## config.mk

```make
export PLATFORM = sky130hd
export DESIGN_NAME = length_prefixed_utf8_deframer_unit_flat
export DESIGN_NICKNAME = d
export VERILOG_FILES = /design/src/hw/rtl/lpud_pkg.sv /design/src/hw/rtl/lpud_if.sv /design/src/hw/rtl/lpud_front.sv /design/src/hw/rtl/lpud_queue.sv /design/src/hw/rtl/lpud_back.sv /design/src/hw/rtl/length_prefixed_utf8_deframer_unit.sv /design/src/flat_wrapper.sv
export SDC_FILE = /design/constraint.sdc
export NUM_CORES = 1
export LEC_CHECK = 0
export BUFFER_PORTS_ARGS = -buffer_cell sky130_fd_sc_hd__buf_2
export CORE_MARGIN = 5
export CORE_UTILIZATION = 55
export CTS_CLUSTER_SIZE = 10
export DETAILED_ROUTE_END_ITERATION = 12
export HOLD_SLACK_MARGIN = 0.03
export PLACE_DENSITY = 0.87
export SYNTH_ARGS = -nofsm -noshare
export SYNTH_HDL_FRONTEND = slang
export SYNTH_SLANG_ARGS = --single-unit
```

## constraint.sdc

```tcl
create_clock -name clk -period 3.4 [get_ports clk]
set_clock_uncertainty 0.1 [all_clocks]
set_input_delay 0.68 -clock clk [delete_from_list [all_inputs] [get_ports clk]]
set_output_delay 0.68 -clock clk [all_outputs]
set_load 0.02 [all_outputs]
```

## src/hw/rtl/lpud_pkg.sv

```systemverilog
`default_nettype none

package lpud_pkg;

  // Width of the length header and of the max_payload register
  localparam int unsigned HDR_W = 32;
  // Widest payload length that the frame format allows
  localparam int unsigned LENGTH_BITS = 32;
  localparam logic [HDR_W-1:0] MAX_PAYLOAD_RST = 32'h0100_0000;

  // Result queue between the front and back parts
  localparam int unsigned QUEUE_DEPTH = 4;
  localparam int unsigned QUEUE_AW = $clog2(QUEUE_DEPTH);

  typedef enum logic [1:0] {
    PH_HEADER  = 2'd0,
    PH_PAYLOAD = 2'd1,
    PH_HALT    = 2'd2
  } phase_t;

  // Range that the byte after a lead byte must fall in
  typedef enum logic [2:0] {
    RULE_ANY   = 3'd0,
    RULE_A0_BF = 3'd1,
    RULE_80_9F = 3'd2,
    RULE_90_BF = 3'd3,
    RULE_80_8F = 3'd4
  } rule_t;

  typedef enum logic [2:0] {
    ST_BYTE   = 3'd0,
    ST_OK     = 3'd1,
    ST_BADLEN = 3'd2,
    ST_BADUTF = 3'd3,
    ST_HALT   = 3'd4
  } status_t;

  typedef struct packed {
    logic [7:0] out_byte;
    logic       is_last;
    status_t    status;
  } result_t;

  typedef struct packed {
    logic    push;
    result_t res;
  } q_push_t;

  typedef struct packed {
    logic    full;
    logic    nonempty;
    result_t head;
  } q_stat_t;

endpackage

`default_nettype wire

```

## src/hw/rtl/lpud_if.sv

```systemverilog
`default_nettype none

interface lpud_in_if import lpud_pkg::*; ();
  logic       valid;
  logic       ready;
  logic [7:0] in_byte;

  modport source (output valid, output in_byte, input ready);
  modport sink (input valid, input in_byte, output ready);
endinterface

interface lpud_out_if import lpud_pkg::*; ();
  logic       valid;
  logic       ready;
  logic [7:0] out_byte;
  logic       is_last;
  status_t    status;

  modport source (output valid, output out_byte, output is_last, output status, input ready);
  modport sink (input valid, input out_byte, input is_last, input status, output ready);
endinterface

interface lpud_cfg_if import lpud_pkg::*; ();
  logic             valid;
  logic             ready;
  logic [HDR_W-1:0] max_payload;

  modport source (output valid, output max_payload, input ready);
  modport sink (input valid, input max_payload, output ready);
endinterface

`default_nettype wire

```

## src/hw/rtl/lpud_front.sv

```systemverilog
`default_nettype none

module lpud_front import lpud_pkg::*; (
  input  wire logic   clk,
  input  wire logic   rst_n,
  lpud_in_if.sink     in_chan,
  lpud_cfg_if.sink    cfg_chan,
  input  q_stat_t     q_stat,
  output q_push_t     q_push
);

  logic [HDR_W-1:0]       max_payload_r;
  phase_t                 phase_r, phase_nxt;
  logic [1:0]             hdr_cnt_r, hdr_cnt_nxt;
  logic [HDR_W-9:0]       len_shift_r, len_shift_nxt;
  logic [LENGTH_BITS-1:0] bytes_left_r, bytes_left_nxt;
  logic [1:0]             pend_r, pend_nxt;
  rule_t                  rule_r, rule_nxt;
  logic                   bad_r, bad_nxt;

  logic                   accept;
  logic [7:0]             b;
  logic [HDR_W-1:0]       len;
  logic                   len_bad;
  logic [7:0]             lo, hi;
  logic [1:0]             feed_pend;
  rule_t                  feed_rule;
  logic                   feed_bad;
  logic                   frame_bad;

  assign in_chan.ready  = !q_stat.full;
  assign cfg_chan.ready = 1'b1;
  assign accept         = in_chan.valid && in_chan.ready;
  assign b              = in_chan.in_byte;
  assign len            = {len_shift_r, b};
  assign len_bad        = (len == '0) || (len > max_payload_r) ||
                          ((len >> LENGTH_BITS) != '0);

  // UTF-8 check for one payload byte
  always_comb begin
    lo        = 8'h80;
    hi        = 8'hbf;
    feed_pend = pend_r;
    feed_rule = RULE_ANY;
    feed_bad  = bad_r;
    if (pend_r != 2'd0) begin
      case (rule_r)
        RULE_A0_BF: lo = 8'ha0;
        RULE_80_9F: hi = 8'h9f;
        RULE_90_BF: lo = 8'h90;
        RULE_80_8F: hi = 8'h8f;
        default: ;
      endcase
      if (b < lo || b > hi) begin
        feed_bad = 1'b1;
      end
      feed_pend = pend_r - 2'd1;
    end else if (b <= 8'h7f) begin
      feed_pend = 2'd0;
    end else if (b >= 8'hc2 && b <= 8'hdf) begin
      feed_pend = 2'd1;
    end else if (b >= 8'he0 && b <= 8'hef) begin
      feed_pend = 2'd2;
      if (b == 8'he0) begin
        feed_rule = RULE_A0_BF;
      end else if (b == 8'hed) begin
        feed_rule = RULE_80_9F;
      end
    end else if (b >= 8'hf0 && b <= 8'hf4) begin
      feed_pend = 2'd3;
      if (b == 8'hf0) begin
        feed_rule = RULE_90_BF;
      end else if (b == 8'hf4) begin
        feed_rule = RULE_80_8F;
      end
    end else begin
      feed_bad = 1'b1;
    end
  end

  assign frame_bad = feed_bad || (feed_pend != 2'd0);

  // Next state
  always_comb begin
    phase_nxt      = phase_r;
    hdr_cnt_nxt    = hdr_cnt_r;
    len_shift_nxt  = len_shift_r;
    bytes_left_nxt = bytes_left_r;
    pend_nxt       = pend_r;
    rule_nxt       = rule_r;
    bad_nxt        = bad_r;
    if (accept) begin
      case (phase_r)
        PH_HEADER: begin
          hdr_cnt_nxt = hdr_cnt_r + 2'd1;
          if (hdr_cnt_r != 2'd3) begin
            len_shift_nxt = {len_shift_r[HDR_W-17:0], b};
          end else begin
            len_shift_nxt = '0;
            if (len_bad) begin
              phase_nxt = PH_HALT;
            end else begin
              phase_nxt      = PH_PAYLOAD;
              bytes_left_nxt = len[LENGTH_BITS-1:0];
              pend_nxt       = 2'd0;
              rule_nxt       = RULE_ANY;
              bad_nxt        = 1'b0;
            end
          end
        end
        PH_PAYLOAD: begin
          if (bytes_left_r > LENGTH_BITS'(1)) begin
            bytes_left_nxt = bytes_left_r - LENGTH_BITS'(1);
            pend_nxt       = feed_pend;
            rule_nxt       = feed_rule;
            bad_nxt        = feed_bad;
          end else begin
            bytes_left_nxt = '0;
            pend_nxt       = 2'd0;
            rule_nxt       = RULE_ANY;
            bad_nxt        = frame_bad;
            phase_nxt      = frame_bad ? PH_HALT : PH_HEADER;
          end
        end
        default: ;
      endcase
    end
  end

  // Result toward the queue
  always_comb begin
    q_push.push         = 1'b0;
    q_push.res.out_byte = 8'd0;
    q_push.res.is_last  = 1'b0;
    q_push.res.status   = ST_HALT;
    case (phase_r)
      PH_HEADER: begin
        q_push.push       = accept && (hdr_cnt_r == 2'd3) && len_bad;
        q_push.res.status = ST_BADLEN;
      end
      PH_PAYLOAD: begin
        q_push.push         = accept;
        q_push.res.out_byte = b;
        if (bytes_left_r > LENGTH_BITS'(1)) begin
          q_push.res.status = ST_BYTE;
        end else begin
          q_push.res.is_last = 1'b1;
          q_push.res.status  = frame_bad ? ST_BADUTF : ST_OK;
        end
      end
      default: begin
        q_push.push = accept;
      end
    endcase
  end

  always_ff @(posedge clk) begin
    if (!rst_n) begin
      max_payload_r <= MAX_PAYLOAD_RST;
      phase_r       <= PH_HEADER;
      hdr_cnt_r     <= 2'd0;
      len_shift_r   <= '0;
      bytes_left_r  <= '0;
      pend_r        <= 2'd0;
      rule_r        <= RULE_ANY;
      bad_r         <= 1'b0;
    end else begin
      if (cfg_chan.valid) begin
        max_payload_r <= cfg_chan.max_payload;
      end
      phase_r      <= phase_nxt;
      hdr_cnt_r    <= hdr_cnt_nxt;
      len_shift_r  <= len_shift_nxt;
      bytes_left_r <= bytes_left_nxt;
      pend_r       <= pend_nxt;
      rule_r       <= rule_nxt;
      bad_r        <= bad_nxt;
    end
  end

endmodule

`default_nettype wire

```

## src/hw/rtl/lpud_queue.sv

```systemverilog
`default_nettype none

module lpud_queue import lpud_pkg::*; (
  input  wire logic clk,
  input  wire logic rst_n,
  input  q_push_t   q_push,
  input  wire logic pop,
  output q_stat_t   q_stat
);

  result_t             mem [QUEUE_DEPTH];
  logic [QUEUE_AW-1:0] wr_ptr_r, rd_ptr_r;
  logic [QUEUE_AW:0]   count_r;
  logic                do_push, do_pop;

  assign q_stat.full     = (count_r == (QUEUE_AW+1)'(QUEUE_DEPTH));
  assign q_stat.nonempty = (count_r != '0);
  assign q_stat.head     = mem[rd_ptr_r];

  assign do_push = q_push.push && !q_stat.full;
  assign do_pop  = pop && q_stat.nonempty;

  always_ff @(posedge clk) begin
    if (do_push) begin
      mem[wr_ptr_r] <= q_push.res;
    end
  end

  always_ff @(posedge clk) begin
    if (!rst_n) begin
      wr_ptr_r <= '0;
      rd_ptr_r <= '0;
      count_r  <= '0;
    end else begin
      if (do_push) begin
        wr_ptr_r <= wr_ptr_r + QUEUE_AW'(1);
      end
      if (do_pop) begin
        rd_ptr_r <= rd_ptr_r + QUEUE_AW'(1);
      end
      if (do_push && !do_pop) begin
        count_r <= count_r + (QUEUE_AW+1)'(1);
      end else if (do_pop && !do_push) begin
        count_r <= count_r - (QUEUE_AW+1)'(1);
      end
    end
  end

endmodule

`default_nettype wire

```

## src/hw/rtl/lpud_back.sv

```systemverilog
`default_nettype none

module lpud_back import lpud_pkg::*; (
  input  wire logic clk,
  input  wire logic rst_n,
  input  q_stat_t   q_stat,
  output logic      pop,
  lpud_out_if.source out_chan
);

  logic    out_valid_r;
  result_t out_res_r;

  // Refill the output register when it is empty or being drained
  assign pop = q_stat.nonempty && (!out_valid_r || out_chan.ready);

  assign out_chan.valid    = out_valid_r;
  assign out_chan.out_byte = out_res_r.out_byte;
  assign out_chan.is_last  = out_res_r.is_last;
  assign out_chan.status   = out_res_r.status;

  always_ff @(posedge clk) begin
    if (pop) begin
      out_res_r <= q_stat.head;
    end
  end

  always_ff @(posedge clk) begin
    if (!rst_n) begin
      out_valid_r <= 1'b0;
    end else if (pop) begin
      out_valid_r <= 1'b1;
    end else if (out_chan.ready) begin
      out_valid_r <= 1'b0;
    end
  end

endmodule

`default_nettype wire

```

## src/hw/rtl/length_prefixed_utf8_deframer_unit.sv

```systemverilog
`default_nettype none

// Length-prefixed UTF-8 deframer. Feed the framed byte stream one byte per
// in_chan transaction: four big-endian header bytes give the payload length,
// then the payload follows. A length of zero or above max_payload yields one
// status-only result (bad length) and halts the block. Each payload byte comes
// back on out_chan with status "payload byte"; the last one carries is_last
// and the verdict of a strict UTF-8 check (frame valid or bad UTF-8). A bad
// frame also halts the block; while halted every input byte yields a
// "halted" result until rst_n is asserted. Header bytes that are good yield
// nothing. The block takes one byte per clock cycle: the front part decodes
// each byte combinationally, and a 4-entry result queue plus an output
// register keep input flowing while out_chan stalls. in_chan.ready drops only
// when that queue is full. A result reaches out_chan through the queue and
// then the output register. Write max_payload through cfg_chan only while no
// frame is in flight; cfg_chan is always ready.
module length_prefixed_utf8_deframer_unit import lpud_pkg::*; (
  input  wire logic  clk,
  input  wire logic  rst_n,
  lpud_in_if.sink    in_chan,
  lpud_cfg_if.sink   cfg_chan,
  lpud_out_if.source out_chan
);

  q_push_t q_push;
  q_stat_t q_stat;
  logic    pop;

  // Front: header assembly, length check, UTF-8 check, phase control
  lpud_front u_front (
    .clk      (clk),
    .rst_n    (rst_n),
    .in_chan  (in_chan),
    .cfg_chan (cfg_chan),
    .q_stat   (q_stat),
    .q_push   (q_push)
  );

  // Queue: decouple decode from output backpressure
  lpud_queue u_queue (
    .clk    (clk),
    .rst_n  (rst_n),
    .q_push (q_push),
    .pop    (pop),
    .q_stat (q_stat)
  );

  // Back: drive results out through a registered stage
  lpud_back u_back (
    .clk      (clk),
    .rst_n    (rst_n),
    .q_stat   (q_stat),
    .pop      (pop),
    .out_chan (out_chan)
  );

endmodule

`default_nettype wire

```

## src/flat_wrapper.sv

```systemverilog
// flat-port wrapper written by rule: the top's interface ports become plain ports
module length_prefixed_utf8_deframer_unit_flat import lpud_pkg::*;
  (clk, rst_n, in_chan_valid, in_chan_in_byte, in_chan_ready, cfg_chan_valid, cfg_chan_max_payload, cfg_chan_ready, out_chan_valid, out_chan_out_byte, out_chan_is_last, out_chan_status, out_chan_ready);
  lpud_in_if in_chan_i ();
  lpud_cfg_if cfg_chan_i ();
  lpud_out_if out_chan_i ();
  input  wire logic clk;
  input  wire logic rst_n;
  input wire logic [$bits(in_chan_i.valid)-1:0] in_chan_valid;
  input wire logic [$bits(in_chan_i.in_byte)-1:0] in_chan_in_byte;
  output wire logic [$bits(in_chan_i.ready)-1:0] in_chan_ready;
  input wire logic [$bits(cfg_chan_i.valid)-1:0] cfg_chan_valid;
  input wire logic [$bits(cfg_chan_i.max_payload)-1:0] cfg_chan_max_payload;
  output wire logic [$bits(cfg_chan_i.ready)-1:0] cfg_chan_ready;
  output wire logic [$bits(out_chan_i.valid)-1:0] out_chan_valid;
  output wire logic [$bits(out_chan_i.out_byte)-1:0] out_chan_out_byte;
  output wire logic [$bits(out_chan_i.is_last)-1:0] out_chan_is_last;
  output wire logic [$bits(out_chan_i.status)-1:0] out_chan_status;
  input wire logic [$bits(out_chan_i.ready)-1:0] out_chan_ready;
  assign in_chan_i.valid = in_chan_valid;
  assign in_chan_i.in_byte = in_chan_in_byte;
  assign in_chan_ready = in_chan_i.ready;
  assign cfg_chan_i.valid = cfg_chan_valid;
  assign cfg_chan_i.max_payload = cfg_chan_max_payload;
  assign cfg_chan_ready = cfg_chan_i.ready;
  assign out_chan_valid = out_chan_i.valid;
  assign out_chan_out_byte = out_chan_i.out_byte;
  assign out_chan_is_last = out_chan_i.is_last;
  assign out_chan_status = out_chan_i.status;
  assign out_chan_i.ready = out_chan_ready;
  length_prefixed_utf8_deframer_unit u_core (.clk(clk), .rst_n(rst_n), .in_chan(in_chan_i), .cfg_chan(cfg_chan_i), .out_chan(out_chan_i));
endmodule
```

# After elaboration in Yosys (flattened, before gate mapping)
# Memory sizes are Yosys's and may differ from the RTL's. A register that Yosys moved wholly into a read port is not among the register bits.
# Cells that the tools add are included.
[totals]
regBits = 106
ram_bits = 48
inputBits = 45
output_inout_bits = 15
n_memories = 1
[mem_list]
columns = ["name", "words", "width", "read_ports", "rd_ports_with_merged_regs", "write_ports", "line", "source"]
rows = [
  ["u_core.u_queue.mem", 4, 12, 1, 1, 1, "lpud_queue.sv:11", "result_t mem [QUEUE_DEPTH];"],
]
[classes]
addsub = 7
n_lt_le_gt_ge = 11
n_eq_ne = 15
mux = 58
reduce_logical = 30
[ops]
columns = ["op", "count"]
rows = [
  ["2-to-1 mux 32 bit", 3],
  ["case mux 32 bit (2 select lines)", 1],
  ["2-to-1 mux 3 bit", 12],
  ["== test 8 bit, second input constant", 4],
  ["> comparator 32 x 1 -> 1 bit, second input constant", 1],
  ["> comparator 32 bit", 1],
  ["zero test 32 bit", 1],
  ["2-to-1 mux 2 bit", 16],
  ["subtractor 32 x 1 -> 32 bit, second input constant", 1],
  ["greater-or-equal comparator 8 bit, second input constant", 3],
  ["less-or-equal comparator 8 bit, second input constant", 3],
  ["2-to-1 mux 24 bit", 1],
  ["case mux 6 bit (2 select lines)", 2],
  ["2-to-1 mux 8 bit", 2],
  ["2-to-1 mux 1 bit", 15],
  ["case mux 3 bit (2 select lines)", 2],
  ["logical AND 1 bit", 11],
  ["nonzero test 2 bit", 5],
  ["2-to-1 mux 9 bit", 1],
  ["> comparator 8 bit", 1],
  ["less-or-equal comparator 8 x 7 -> 1 bit, second input constant", 1],
  ["less-than comparator 8 bit", 1],
  ["inequality test 2 bit, second input constant", 4],
  ["case mux 2 bit (2 select lines)", 2],
  ["other kinds (16)", 27],
]

# Longest topological paths before layout
# Gate-level depths: netlist of run 1.
[logic_depth]
word_depth = 12
ltp_mapped = 14
mapped_depth_nobuf = 14

# Cells and area by module
# Synthesis of run 1 repeated with hierarchy kept, for this count alone.
[hier_totals]
cells_unflattened = 830
hier_area_um2 = 8384.3
[modules_own_cells]
columns = ["mod", "n_inst", "cells_each", "area_per_inst_um2"]
rows = [
  ["lpud_front", 1, 704, 5756.8],
  ["lpud_queue", 1, 110, 2219.6],
  ["lpud_back", 1, 16, 407.9],
]

# Worst setup path after synthesis of run 1
# Ideal clock, no wire load.
[synth_path]
path_kind = "input-to-reg"
from = "input in_chan_in_byte[1]"
to = "register u_core.u_queue.count_r[2]"
setup_time_ps = 76
arrival_time_ps = 3280
required_time_ps = 3224
path_slack_ps = -56
stages = 12
cell_sequence = "clkbuf_1 > or4_1 > nor4_1 > and4_1 > nor3_1 > a21oi_1 > ha_1 > inv_1 > fa_1 > xor2_1 > or3_1 > a21boi_0"
[synth_between]
elab_chain_cells = 8
elab_cells_between_ends = 11
cone_classes = "1 x order compare; 2 x mux; 8 x reduce/logical"
[synth_lines]
columns = ["element", "line", "source"]
rows = [
  ["start: declaration", "flat_wrapper.sv:10", "input wire logic [$bits(in_chan_i.in_byte)-1:0] in_chan_in_byte;"],
  ["> comparator 32 bit or zero test 32 bit (tied branches)", "lpud_front.sv:36", "assign len_bad = (len == '0) || (len > max_payload_r) ||"],
  ["logical OR 1 bit *", "lpud_front.sv:36", ""],
  ["logical AND 1 bit *", "lpud_front.sv:138", "q_push.push = accept && (hdr_cnt_r == 2'd3) && len_bad;"],
  ["2-to-1 mux 1 bit *", "lpud_front.sv:136", "case (phase_r)"],
  ["logical AND 1 bit *", "lpud_queue.sv:20", "assign do_push = q_push.push && !q_stat.full;"],
  ["named net u_core.u_queue.do_push", "lpud_queue.sv:14", "logic do_push, do_pop;"],
  ["zero test 1 bit", "lpud_queue.sv:43", "end else if (do_pop && !do_push) begin"],
  ["logical AND 1 bit", "lpud_queue.sv:43", ""],
  ["nonzero test 2 bit (no source line)", "n/a", ""],
  ["end signal: assignment", "lpud_queue.sv:42", "count_r <= count_r + (QUEUE_AW+1)'(1);"],
  ["end signal: assignment", "lpud_queue.sv:44", "count_r <= count_r - (QUEUE_AW+1)'(1);"],
  ["end: declaration", "lpud_queue.sv:13", "logic [QUEUE_AW:0] count_r;"],
]
# Mark *: on every way through the listed nets, which the timed path passes. The rest lies on a longest branch.
# A chain may end at the register's enable or synchronous reset.

# Worst setup path after layout of run 1
[layout_path]
from = "register u_core.u_front.max_payload_r[13]"
to = "register u_core.u_queue.count_r[2]"
[layout_between]
elab_chain_cells = 8
elab_cells_between_ends = 10
cone_classes = "1 x order compare; 2 x mux; 7 x reduce/logical"
[layout_lines]
columns = ["element", "line", "source"]
rows = [
  ["start: declaration", "lpud_front.sv:12", "logic [HDR_W-1:0] max_payload_r;"],
  ["start signal: assignment", "lpud_front.sv:169", "max_payload_r <= cfg_chan.max_payload;"],
  ["> comparator 32 bit *", "lpud_front.sv:36", ""],
  ["logical OR 1 bit *", "lpud_front.sv:36", ""],
  ["logical AND 1 bit *", "lpud_front.sv:138", ""],
  ["2-to-1 mux 1 bit *", "lpud_front.sv:136", ""],
  ["logical AND 1 bit *", "lpud_queue.sv:20", ""],
  ["named net u_core.u_queue.do_push", "lpud_queue.sv:14", ""],
  ["zero test 1 bit", "lpud_queue.sv:43", ""],
  ["logical AND 1 bit", "lpud_queue.sv:43", ""],
  ["nonzero test 2 bit (no source line)", "n/a", ""],
]
# Marked as above.

==> impl_metrics.json, run 1 <==
{
  "setup_ws_ns": 0.07157,
  "grt_start_max_net_pins": 67,
  "wl_met2_um": 9823,
  "htreeDepth": 4,
  "path_buf_inv": 2,
  "place.gp.congestion": 0.9034,
  "fp.dieW_um": 134.5,
  "worstSetupPathType": "reg2reg",
  "syn2layout_area_growth_pct": 17.57,
  "place_ws_ns": -0.4094,
  "crit_fanout": 3,
  "finalNetCount": 1039,
  "slew_viol_final": 0,
  "placed_area_um2": 9256,
  "fin_crit_sh_pct": 97.90,
  "grt_overflow": 0,
  "die_h_um": 134.5,
  "min_path_type": "in2reg",
  "clk_pin_slew_worst_paths_ns": 0.07,
  "crit_path_top_delay_cell": "dfxtp_2",
  "path_common_cell": "inv_1",
  "coreArea_um2": 15200,
  "ir_worst_vdd_mv": 0.4124,
  "cap_violations": 0,
  "seq_area_frac_synth_pct": 46.06,
  "hold_viol": 0,
  "clockRootBuffer": "clkbuf_16",
  "stdcell_area_um2": 10020,
  "slowest_delay_ns": 0.33,
  "holdWs_ns": 0.3651,
  "synth_edf_count": 60,
  "crit_required_ns": 3.67,
  "via_count": 6915,
  "grt_pass1_wl_um": 32770,
  "setup_violations": 0,
  "yosysUniqueCellTypes": 63,
  "drtAntennaViolNets": 0,
  "final_cell_mix": "dfxtp_1, nand2_1, nor2b_1",
  "status": "finished, final reports clean",
  "path_cells": "inv_1 > ha_4 > nand4_1 > nor3_2 > a21boi_2 > or4b_4 > o211ai_1 > a21oi_2 > ha_2 > inv_1 > fa_2 > xor2_1 > or3_1 > a21boi_1",
  "min_period_ns": 3.328,
  "wirelength_um": 20470,
  "clock_path_buffers": 2,
  "slew_headroom_pct": 38.05,
  "highest_layer": "met4",
  "wire_per_inst_um": 17.78,
  "cts_tree": "yes",
  "ys_seq_elements": 166,
  "groute.usage.overall_pct": 22.66,
  "fin_setup_tns_ns": 0,
  "drive_above_1_share_pct": 21.08,
  "antennaDiodeCount": 0,
  "dieArea_um2": 18080,
  "p_leak_nw": 3.949,
  "clock-sinks": 166,
  "ys.flop_type": "dfxtp_1",
  "syn_area_um2": 8519,
  "io_pins": 60,
  "synthCells": 868,
  "first_pass_iters": 5,
  "postCtsHoldBufs": 0,
  "initialDrtViolationCount": 574,
  "synthArstFlopShare_pct": 0,
  "antenna_found_initial": 0,
  "syn_area_per_cell_um2": 9.815,
  "syn_nets": 957,
  "start_util_pct": 56.04,
  "num_rows": 45,
  "numPortBuffers": 58,
  "crit_path_end_kind": "flop",
  "via_per_inst": 6.008,
  "fillers": 1105,
  "arrival_ns": 3.60,
  "met3_wirelength_um": 1335,
  "grt_pass1_vias": 6630,
  "hpwl_um": 13700,
  "worstMarginPinSlew_ns": 0.9293,
  "start_kind": "flop",
  "numCtsBuffers": 17,
  "yosysWarningCount": 0,
  "drc": 0,
  "fmax_ghz": 0.3004,
  "final_common_cell": "dfxtp_1",
  "clock_latency_ns": 0.44,
  "cpLargestDelayFamily": "simple AND/OR/NAND/NOR gates",
  "power_density_nw_per_um2": 576.6,
  "met1_length_um": 8567
}
[area by class of cell]
| cell class | instances | area (um2) | share of cell area [%] |
|---|---|---|---|
| sequential | 166 | 3934 | 39.28 |
| multi-input combinational | 601 | 4310 | 43.04 |
| tap | 188 | 235.2 | 2.349 |
| clock inverter | 14 | 141.4 | 1.412 |
| timing repair buffer | 118 | 793.3 | 7.920 |
| clock buffer | 18 | 429.2 | 4.285 |
| inverter | 46 | 172.7 | 1.724 |
[where the power goes]
group,switching (W),internal (W)
Clock,0.000850,0.00103
Sequential,0.000155,0.00227
Combinational,0.000842,0.000632
[metal layers]
metal	track usage [%]	up-vias
li1	-	3286
met1	29.05	3300
met2	36.82	266
met3	5.253	63
met4	10.01	0
met5	0	-
[sequential cells by signal, summed over array words and instances, names as in the netlist, 3 cells and up]
signal / cells
u_core.u_back.out_chan.out_byte: 8
u_core.u_back.out_chan.status: 3
u_core.u_front.bytes_left_r: 32
u_core.u_front.len_shift_r: 24
u_core.u_front.max_payload_r: 32
u_core.u_front.rule_r: 3
u_core.u_queue.count_r: 3
u_core.u_queue.mem: 48
[path summary, 6_finish.rpt]
path / from / to / slack, ns / cells after the start
worst max-delay path: u_core.u_front.max_payload_r[13] / u_core.u_queue.count_r[2] / 0.07 / 14
worst min-delay path: cfg_chan_max_payload[24] / u_core.u_front.max_payload_r[24] / 0.37 / 3
worst max register to register: u_core.u_front.max_payload_r[13] / u_core.u_queue.count_r[2] / 0.07 / 14
worst min register to register: u_core.u_front.bytes_left_r[29] / u_core.u_front.bytes_left_r[29] / 0.38 / 2
[metrics by stage]
| step | util, % | std cells | total power [W] |
|---|---|---|---|
| final | 65.88 | 1151 | 0.005775 |
| after global routing | 65.88 | 1151 | 0.006036 |
| after CTS | 64.82 | 1144 | 0.005725 |
| after detailed placement | 60.89 | 1110 | 0.003843 |
| after global placement | 60.89 | 1110 | 0.003804 |
| after floorplan | - | 868 | 0.003419 |
[worst reg2reg max path: cells and delay by family (launching register included)]
family	cells	cell delay, ns
buf+inv	2	0.14
compound gates	4	0.75
simple gates	4	0.93
fa+ha+maj	3	0.85
xor+xnor	1	0.16
flops	1	0.33
[cell usage after synthesis, types with 4 or more instances]
cell type,number,area (um2)
nor2_1,33,123.9
and3_1,4,25.02
or4_1,6,45.04
mux2i_1,33,330.3
or3_1,10,62.56
o211ai_1,12,90.09
buf_2,8,40.04
inv_1,46,172.7
xnor2_1,9,78.83
nand3_1,23,115.1
and2_1,17,106.4
o22ai_1,6,37.54
o21ai_0,33,165.2
nand2b_1,5,31.28
nor3_1,27,135.1
nor2b_1,62,387.9
o31ai_1,12,90.09
nor3b_1,24,180.2
o211ai_2,9,112.6
nand2_1,80,300.3
nor4_1,8,50.05
o21ai_1,12,60.06
dfxtp_1,106,2122
o41ai_1,4,35.03
a221oi_1,4,35.03
mux4_2,12,270.3
a21oi_1,52,260.3
xor2_1,5,43.79
ha_1,43,538.0
edfxtp_1,60,1802
clkbuf_1,40,150.1
nand4_1,12,75.07
[cell families (layout without fill, tap and decap cells)]
kind of cell,count (synthesis),in the layout,share of synthesized area [%]
compound gates,172,172,13.13
xor+xnor,14,14,1.439
fa+ha+maj,44,44,6.550
buf+inv,101,196,4.832
flops,166,166,46.06
mux,45,45,7.050
other cells,1,1,0.04402
simple gates,325,325,20.90
[repair_timing]
item / CTS / global route
gates resized for setup: 3 / 25
setup endpoints to repair: 1 / 2
buffers inserted: 2 / 7
hold endpoints to repair: 0 / 0
pin swaps: 4 / 16
(Power assumes the default switching activity.)
==> inputs of run 2 (changes only) <==
--- a/config.mk
+++ b/config.mk
@@ -7,11 +7,11 @@
 export LEC_CHECK = 0
 export BUFFER_PORTS_ARGS = -buffer_cell sky130_fd_sc_hd__buf_2
 export CORE_MARGIN = 5
-export CORE_UTILIZATION = 55
+export CORE_UTILIZATION = 61
 export CTS_CLUSTER_SIZE = 10
 export DETAILED_ROUTE_END_ITERATION = 12
 export HOLD_SLACK_MARGIN = 0.03
-export PLACE_DENSITY = 0.87
+export PLACE_DENSITY = 0.9
 export SYNTH_ARGS = -nofsm -noshare
 export SYNTH_HDL_FRONTEND = slang
 export SYNTH_SLANG_ARGS = --single-unit
==> constraint.sdc (replaced) <==
create_clock -name clk -period 3.7 [get_ports clk]
set_clock_uncertainty 0.1 [all_clocks]
set_input_delay 0.74 -clock clk [delete_from_list [all_inputs] [get_ports clk]]
set_output_delay 0.74 -clock clk [all_outputs]
set_load 0.02 [all_outputs]
==> impl_metrics.json, run 2 (synthesis gave the netlist of run 1 again) <==
{
  "status": "finished, final reports clean",
  "wirelength_um": 20010,
  "p_leak_nw": 3.759,
  "post-route-util_pct": 69.70,
  "crit_path_top_delay_cell": "nor4_1",
  "met1_length_um": 8143,
  "path_buf_inv": 1,
  "clockRootBuffer": "clkbuf_16",
  "clock_path_buffers": 2,
  "grt_pass1_vias": 6489,
  "largest_reg_flops": 48,
  "die_h_um": 128.2,
  "rsz0062_at_grt": "no",
  "place_ws_ns": -0.1789,
  "dieArea_um2": 16430,
  "grt_start_max_net_pins": 62,
  "clock-sinks": 166,
  "cts_tree": "yes",
  "regMostFlops": "u_core.u_queue.mem",
  "clock_latency_ns": 0.43,
  "start_util_pct": 61.86,
  "setup_violations": 0,
  "placed_area_um2": 9012,
  "wl_met2_um": 9784,
  "grt_pass1_wl_um": 32220,
  "fp.dieW_um": 128.2,
  "cpLargestDelayFamily": "simple AND/OR/NAND/NOR gates",
  "final_cell_mix": "dfxtp_1, nand2_1, nor2b_1",
  "path_cells": "nor4_1 > nand4_1 > nor4_1 > and4_1 > nor3_1 > a21oi_2 > ha_1 > inv_1 > fa_1 > xor2_1 > or3_1 > a21boi_0",
  "crit_required_ns": 3.95,
  "fin_crit_sh_pct": 94.07,
  "groute.usage.overall_pct": 24.85,
  "min_period_ns": 3.480,
  "crit_path_end_kind": "flop",
  "final_common_cell": "dfxtp_1",
  "worstSetupPathType": "reg2reg",
  "slowest_delay_ns": 0.44,
  "setup_ws_ns": 0.2195,
  "hold_viol": 0,
  "slew_viol_final": 0,
  "highest_layer": "met5",
  "power_density_nw_per_um2": 545.5,
  "numCtsBuffers": 17,
  "cap_violations": 0,
  "num_rows": 43,
  "via_per_inst": 6.135,
  "start_kind": "flop",
  "numPortBuffers": 58,
  "first_pass_iters": 5,
  "syn2layout_area_growth_pct": 12.69,
  "coreArea_um2": 13770,
  "clk_pin_slew_worst_paths_ns": 0.07,
  "path_common_cell": "nor4_1",
  "grt_overflow": 0,
  "antennaDiodeCount": 0,
  "wire_per_inst_um": 18.03,
  "stdcell_area_um2": 9600,
  "io_pins": 60,
  "slew_headroom_pct": 39.29,
  "htreeDepth": 4,
  "fmax_ghz": 0.2873,
  "initialDrtViolationCount": 442,
  "met3_wirelength_um": 1504,
  "drtAntennaViolNets": 0,
  "ir_worst_vdd_mv": 0.3416,
  "postCtsHoldBufs": 0,
  "largestRegisters": "u_core.u_queue.mem x48, u_core.u_front.bytes_left_r x32, u_core.u_front.max_payload_r x32",
  "antenna_found_initial": 2,
  "worstMarginPinSlew_ns": 0.9106,
  "finalNetCount": 1006,
  "drive_above_1_share_pct": 15.48,
  "drc": 0,
  "arrival_ns": 3.73,
  "hpwl_um": 13570,
  "place.gp.congestion": 0.8955,
  "min_path_type": "reg2reg",
  "crit_fanout": 4,
  "via_count": 6810
}
## run 2: report_power, final
part / internal (W) / switching (W)
clock: 0.00100 / 0.000741
sequential: 0.00208 / 0.000159
combinational: 0.000517 / 0.000737
## run 2: cell type report
class / count / area, um2
Multi-Input combinational cell: 601 / 4199
Fill cell: 1020 / 4173
Sequential cell: 166 / 3924
Timing Repair Buffer: 85 / 495.5
Clock buffer: 18 / 429.2
Tap cell: 180 / 225.2
Inverter: 46 / 172.7
Clock inverter: 14 / 155.1
## run 2: path summary, 6_finish.rpt
check / from / end / slack (ns) / cells past startpoint
max: u_core.u_front.len_shift_r[22] / u_core.u_queue.count_r[2] / 0.22 / 12
min: u_core.u_front.bytes_left_r[29] / u_core.u_front.bytes_left_r[29] / 0.37 / 2
max reg2reg: u_core.u_front.len_shift_r[22] / u_core.u_queue.count_r[2] / 0.22 / 12
min reg2reg: u_core.u_front.bytes_left_r[29] / u_core.u_front.bytes_left_r[29] / 0.37 / 2
## run 2: routing by layer
layer | track usage (%) | vias to the layer above
li1 | - | 3219
met4 | 10.92 | 4
met5 | 0 | -
met2 | 41.22 | 265
met1 | 30.61 | 3265
met3 | 6.333 | 57
## run 2: per-stage QoR
| stage | hold WS, ns | std cells | TNS (ns) | total power [W] |
|---|---|---|---|---|
| floorplan | 0.3482 | 868 | 0 | 0.003141 |
| global placement | 0.3580 | 1078 | -0.0008582 | 0.003459 |
| detailed placement | 0.3638 | 1078 | -0.1789 | 0.003516 |
| CTS | 0.3732 | 1110 | 0 | 0.005253 |
| global route | 0.4028 | 1110 | 0 | 0.005498 |
| finish | 0.3744 | 1110 | 0 | 0.005237 |
## run 2: repair_timing
action                                  CTS  global route
endpoints found under the setup margin    0             1
setup buffers                             0             0
gates resized for setup                   0             1
endpoints found under the hold margin     0             0
## run 2: tightest hold or removal path, delay by kind of cell, from the launching register on
kind	cells	cell delay, ns
DFF	1	0.32
AOI/OAI and AO/OA	2	0.11
==> inputs of run 3 (changes only) <==
--- a/config.mk
+++ b/config.mk
@@ -10,8 +10,10 @@
 export CORE_UTILIZATION = 61
 export CTS_CLUSTER_SIZE = 10
 export DETAILED_ROUTE_END_ITERATION = 12
+export GPL_TIMING_DRIVEN = 0
 export HOLD_SLACK_MARGIN = 0.03
 export PLACE_DENSITY = 0.9
+export SLEW_MARGIN = 10
 export SYNTH_ARGS = -nofsm -noshare
 export SYNTH_HDL_FRONTEND = slang
 export SYNTH_SLANG_ARGS = --single-unit
==> impl_metrics.json, run 3 (synthesis gave the netlist of run 1 again) <==
{
  "place.gp.congestion": 0.9925,
  "io_pins": 60,
  "start_util_pct": 61.86,
  "fillers": 1042,
  "wirelength_um": 21680,
  "reg2reg_to": "u_core.u_queue.count_r[2]",
  "fmax_ghz": 0.2872,
  "setup_violations": 0,
  "via_count": 6981,
  "via_per_inst": 6.140,
  "slew_headroom_pct": 40.00,
  "syn2layout_area_growth_pct": 12.98,
  "p_sw_w": 0.001675,
  "numCtsBuffers": 17,
  "post-route-util_pct": 69.89,
  "first_pass_iters": 7,
  "worstSetupPathType": "in2reg",
  "final_common_cell": "dfxtp_1",
  "drtAntennaViolNets": 0,
  "r2r_slack_ns": 0.30,
  "num_rows": 43,
  "grt_pass1_vias": 6898,
  "crit_path_end_kind": "flop",
  "finalNetCount": 1033,
  "swShare_pct": 31.82,
  "groute.usage.overall_pct": 27.48,
  "drc": 0,
  "regMostFlops": "u_core.u_queue.mem",
  "largestRegisters": "u_core.u_queue.mem x48, u_core.u_front.bytes_left_r x32, u_core.u_front.max_payload_r x32",
  "multiInputGateArea_um2": 4197,
  "p_leak_nw": 3.718,
  "coreArea_um2": 13770,
  "grt_pass1_wl_um": 35470,
  "seqPwrFrac_pct": 41.9,
  "slew_viol_final": 0,
  "antenna_found_initial": 0,
  "cap_violations": 0,
  "wire_per_inst_um": 19.07,
  "hpwl_um": 15510,
  "ir_worst_vdd_mv": 0.3277,
  "cts_tree": "yes",
  "min_path_type": "reg2reg",
  "r2r_cells": 13,
  "largest_reg_flops": 48,
  "dieArea_um2": 16430,
  "crit_end": "u_core.u_queue.count_r[2]",
  "initialDrtViolationCount": 659,
  "status": "finished, final reports clean",
  "place_ws_ns": -0.5260,
  "clock-sinks": 166,
  "rr_startpoint": "u_core.u_front.len_shift_r[7]",
  "clock_path_buffers": 2,
  "fp.dieW_um": 128.2,
  "final_cell_mix": "dfxtp_1, nand2_1, buf_2",
  "htreeDepth": 4,
  "crit_required_ns": 3.96,
  "clock_latency_ns": 0.44,
  "die_h_um": 128.2,
  "start_kind": "input pin",
  "power_density_nw_per_um2": 546.7,
  "postCtsHoldBufs": 0,
  "clk_pin_slew_worst_paths_ns": 0.06,
  "clockRootBuffer": "clkbuf_16",
  "fin_crit_sh_pct": 94.11,
  "internal_power_w": 0.003588,
  "numPortBuffers": 56,
  "comb_power_share_pct": 24.9,
  "critPathLaunch": "in_chan_in_byte[1]",
  "worstMarginPinSlew_ns": 0.9001,
  "regArea_um2": 3924,
  "arrival_ns": 3.75,
  "crit_fanout": 9,
  "clockPowerShare_pct": 33.2,
  "min_period_ns": 3.482,
  "setup_ws_ns": 0.2180,
  "hold_viol": 0,
  "drive_above_1_share_pct": 13.38,
  "rsz0062_at_grt": "no",
  "grt_overflow": 0,
  "grt_start_max_net_pins": 17,
  "antennaDiodeCount": 0
}
## run 3: cell count changes in the layout (fill, tap and decap cells not counted), moves of 2 or more
cell      delta
clkbuf_1    +40
buf_1        +3
buf_4       -25
buf_2        +7
buf_6        +2
inv_6        +2
## run 3: layer usage
layer / vias to the layer above / wire [um] / global-route usage (%)
li1: 3287 / - / -
met2: 402 / 10270 / 45.63
met1: 3204 / 8424 / 33.83
met3: 88 / 2122 / 6.792
met5: - / 0 / 0
met4: 0 / 860 / 12.23
## run 3: repair_timing
item / 4_1_cts / 5_1_grt
pin swaps: 0 / 1
buffers inserted: 0 / 1
setup endpoints to repair: 1 / 3
resized for setup: 1 / 2
## run 3: final cells by class
cell class                 instances  area share (%)
buffer                            55           2.483
clock buffer                      18           4.459
clock inverter                    14           1.573
inverter                          46           1.794
multi-input combinational        601           43.60
sequential                       166           40.76
tap                              180           2.340
timing repair buffer              57           2.990
## run 3: through the flow
step           hold WS [ns]  cell area [um2]  power [W]  TNS (ns)  cells
3_3_place_gp         0.3586             9025   0.003461    -5.885   1104
2_1_floorplan        0.3482             8519   0.003141         0    868
5_1_grt              0.3899             9625   0.005501         0   1137
4_1_cts              0.3720             9613   0.005269         0   1136
6_report             0.3730             9625   0.005262         0   1137
3_5_place_dp         0.3633             9029   0.003532    -8.872   1104
## run 3: power by group through the flow
stage,logic [W],registers (W),clock network (W)
2_1_floorplan,0.000838,0.00230,0
3_3_place_gp,0.00123,0.00223,0
3_5_place_dp,0.00129,0.00224,0
4_1_cts,0.00130,0.00221,0.00176
5_1_grt,0.00143,0.00222,0.00185
6_report,0.00131,0.00221,0.00175
## run 3: worst min path at each step
| stage | start | endpoint | slack, ns | cells past startpoint |
|---|---|---|---|---|
| detailed placement | u_core.u_front.bytes_left_r[26] | u_core.u_front.bytes_left_r[26] | 0.36 | 2 |
| floorplan | u_core.u_front.bytes_left_r[26] | u_core.u_front.bytes_left_r[26] | 0.35 | 2 |
| CTS | u_core.u_front.bytes_left_r[26] | u_core.u_front.bytes_left_r[26] | 0.37 | 2 |
| global placement | u_core.u_front.bytes_left_r[29] | u_core.u_front.bytes_left_r[29] | 0.36 | 2 |
| global route | u_core.u_front.bytes_left_r[26] | u_core.u_front.bytes_left_r[26] | 0.39 | 2 |
| finish | u_core.u_front.bytes_left_r[26] | u_core.u_front.bytes_left_r[26] | 0.37 | 2 |
## run 3: critical path, stage by stage
cell and delay [ns]:
buf_2 0.11, clkbuf_1 0.28, or4_1 0.47, nor4_1 0.25, and4_1 0.35, nor3_1 0.09
a21oi_2 0.18, ha_1 0.22, inv_1 0.07, fa_1 0.37, xor2_1 0.18, or3_1 0.30
a21boi_0 0.15
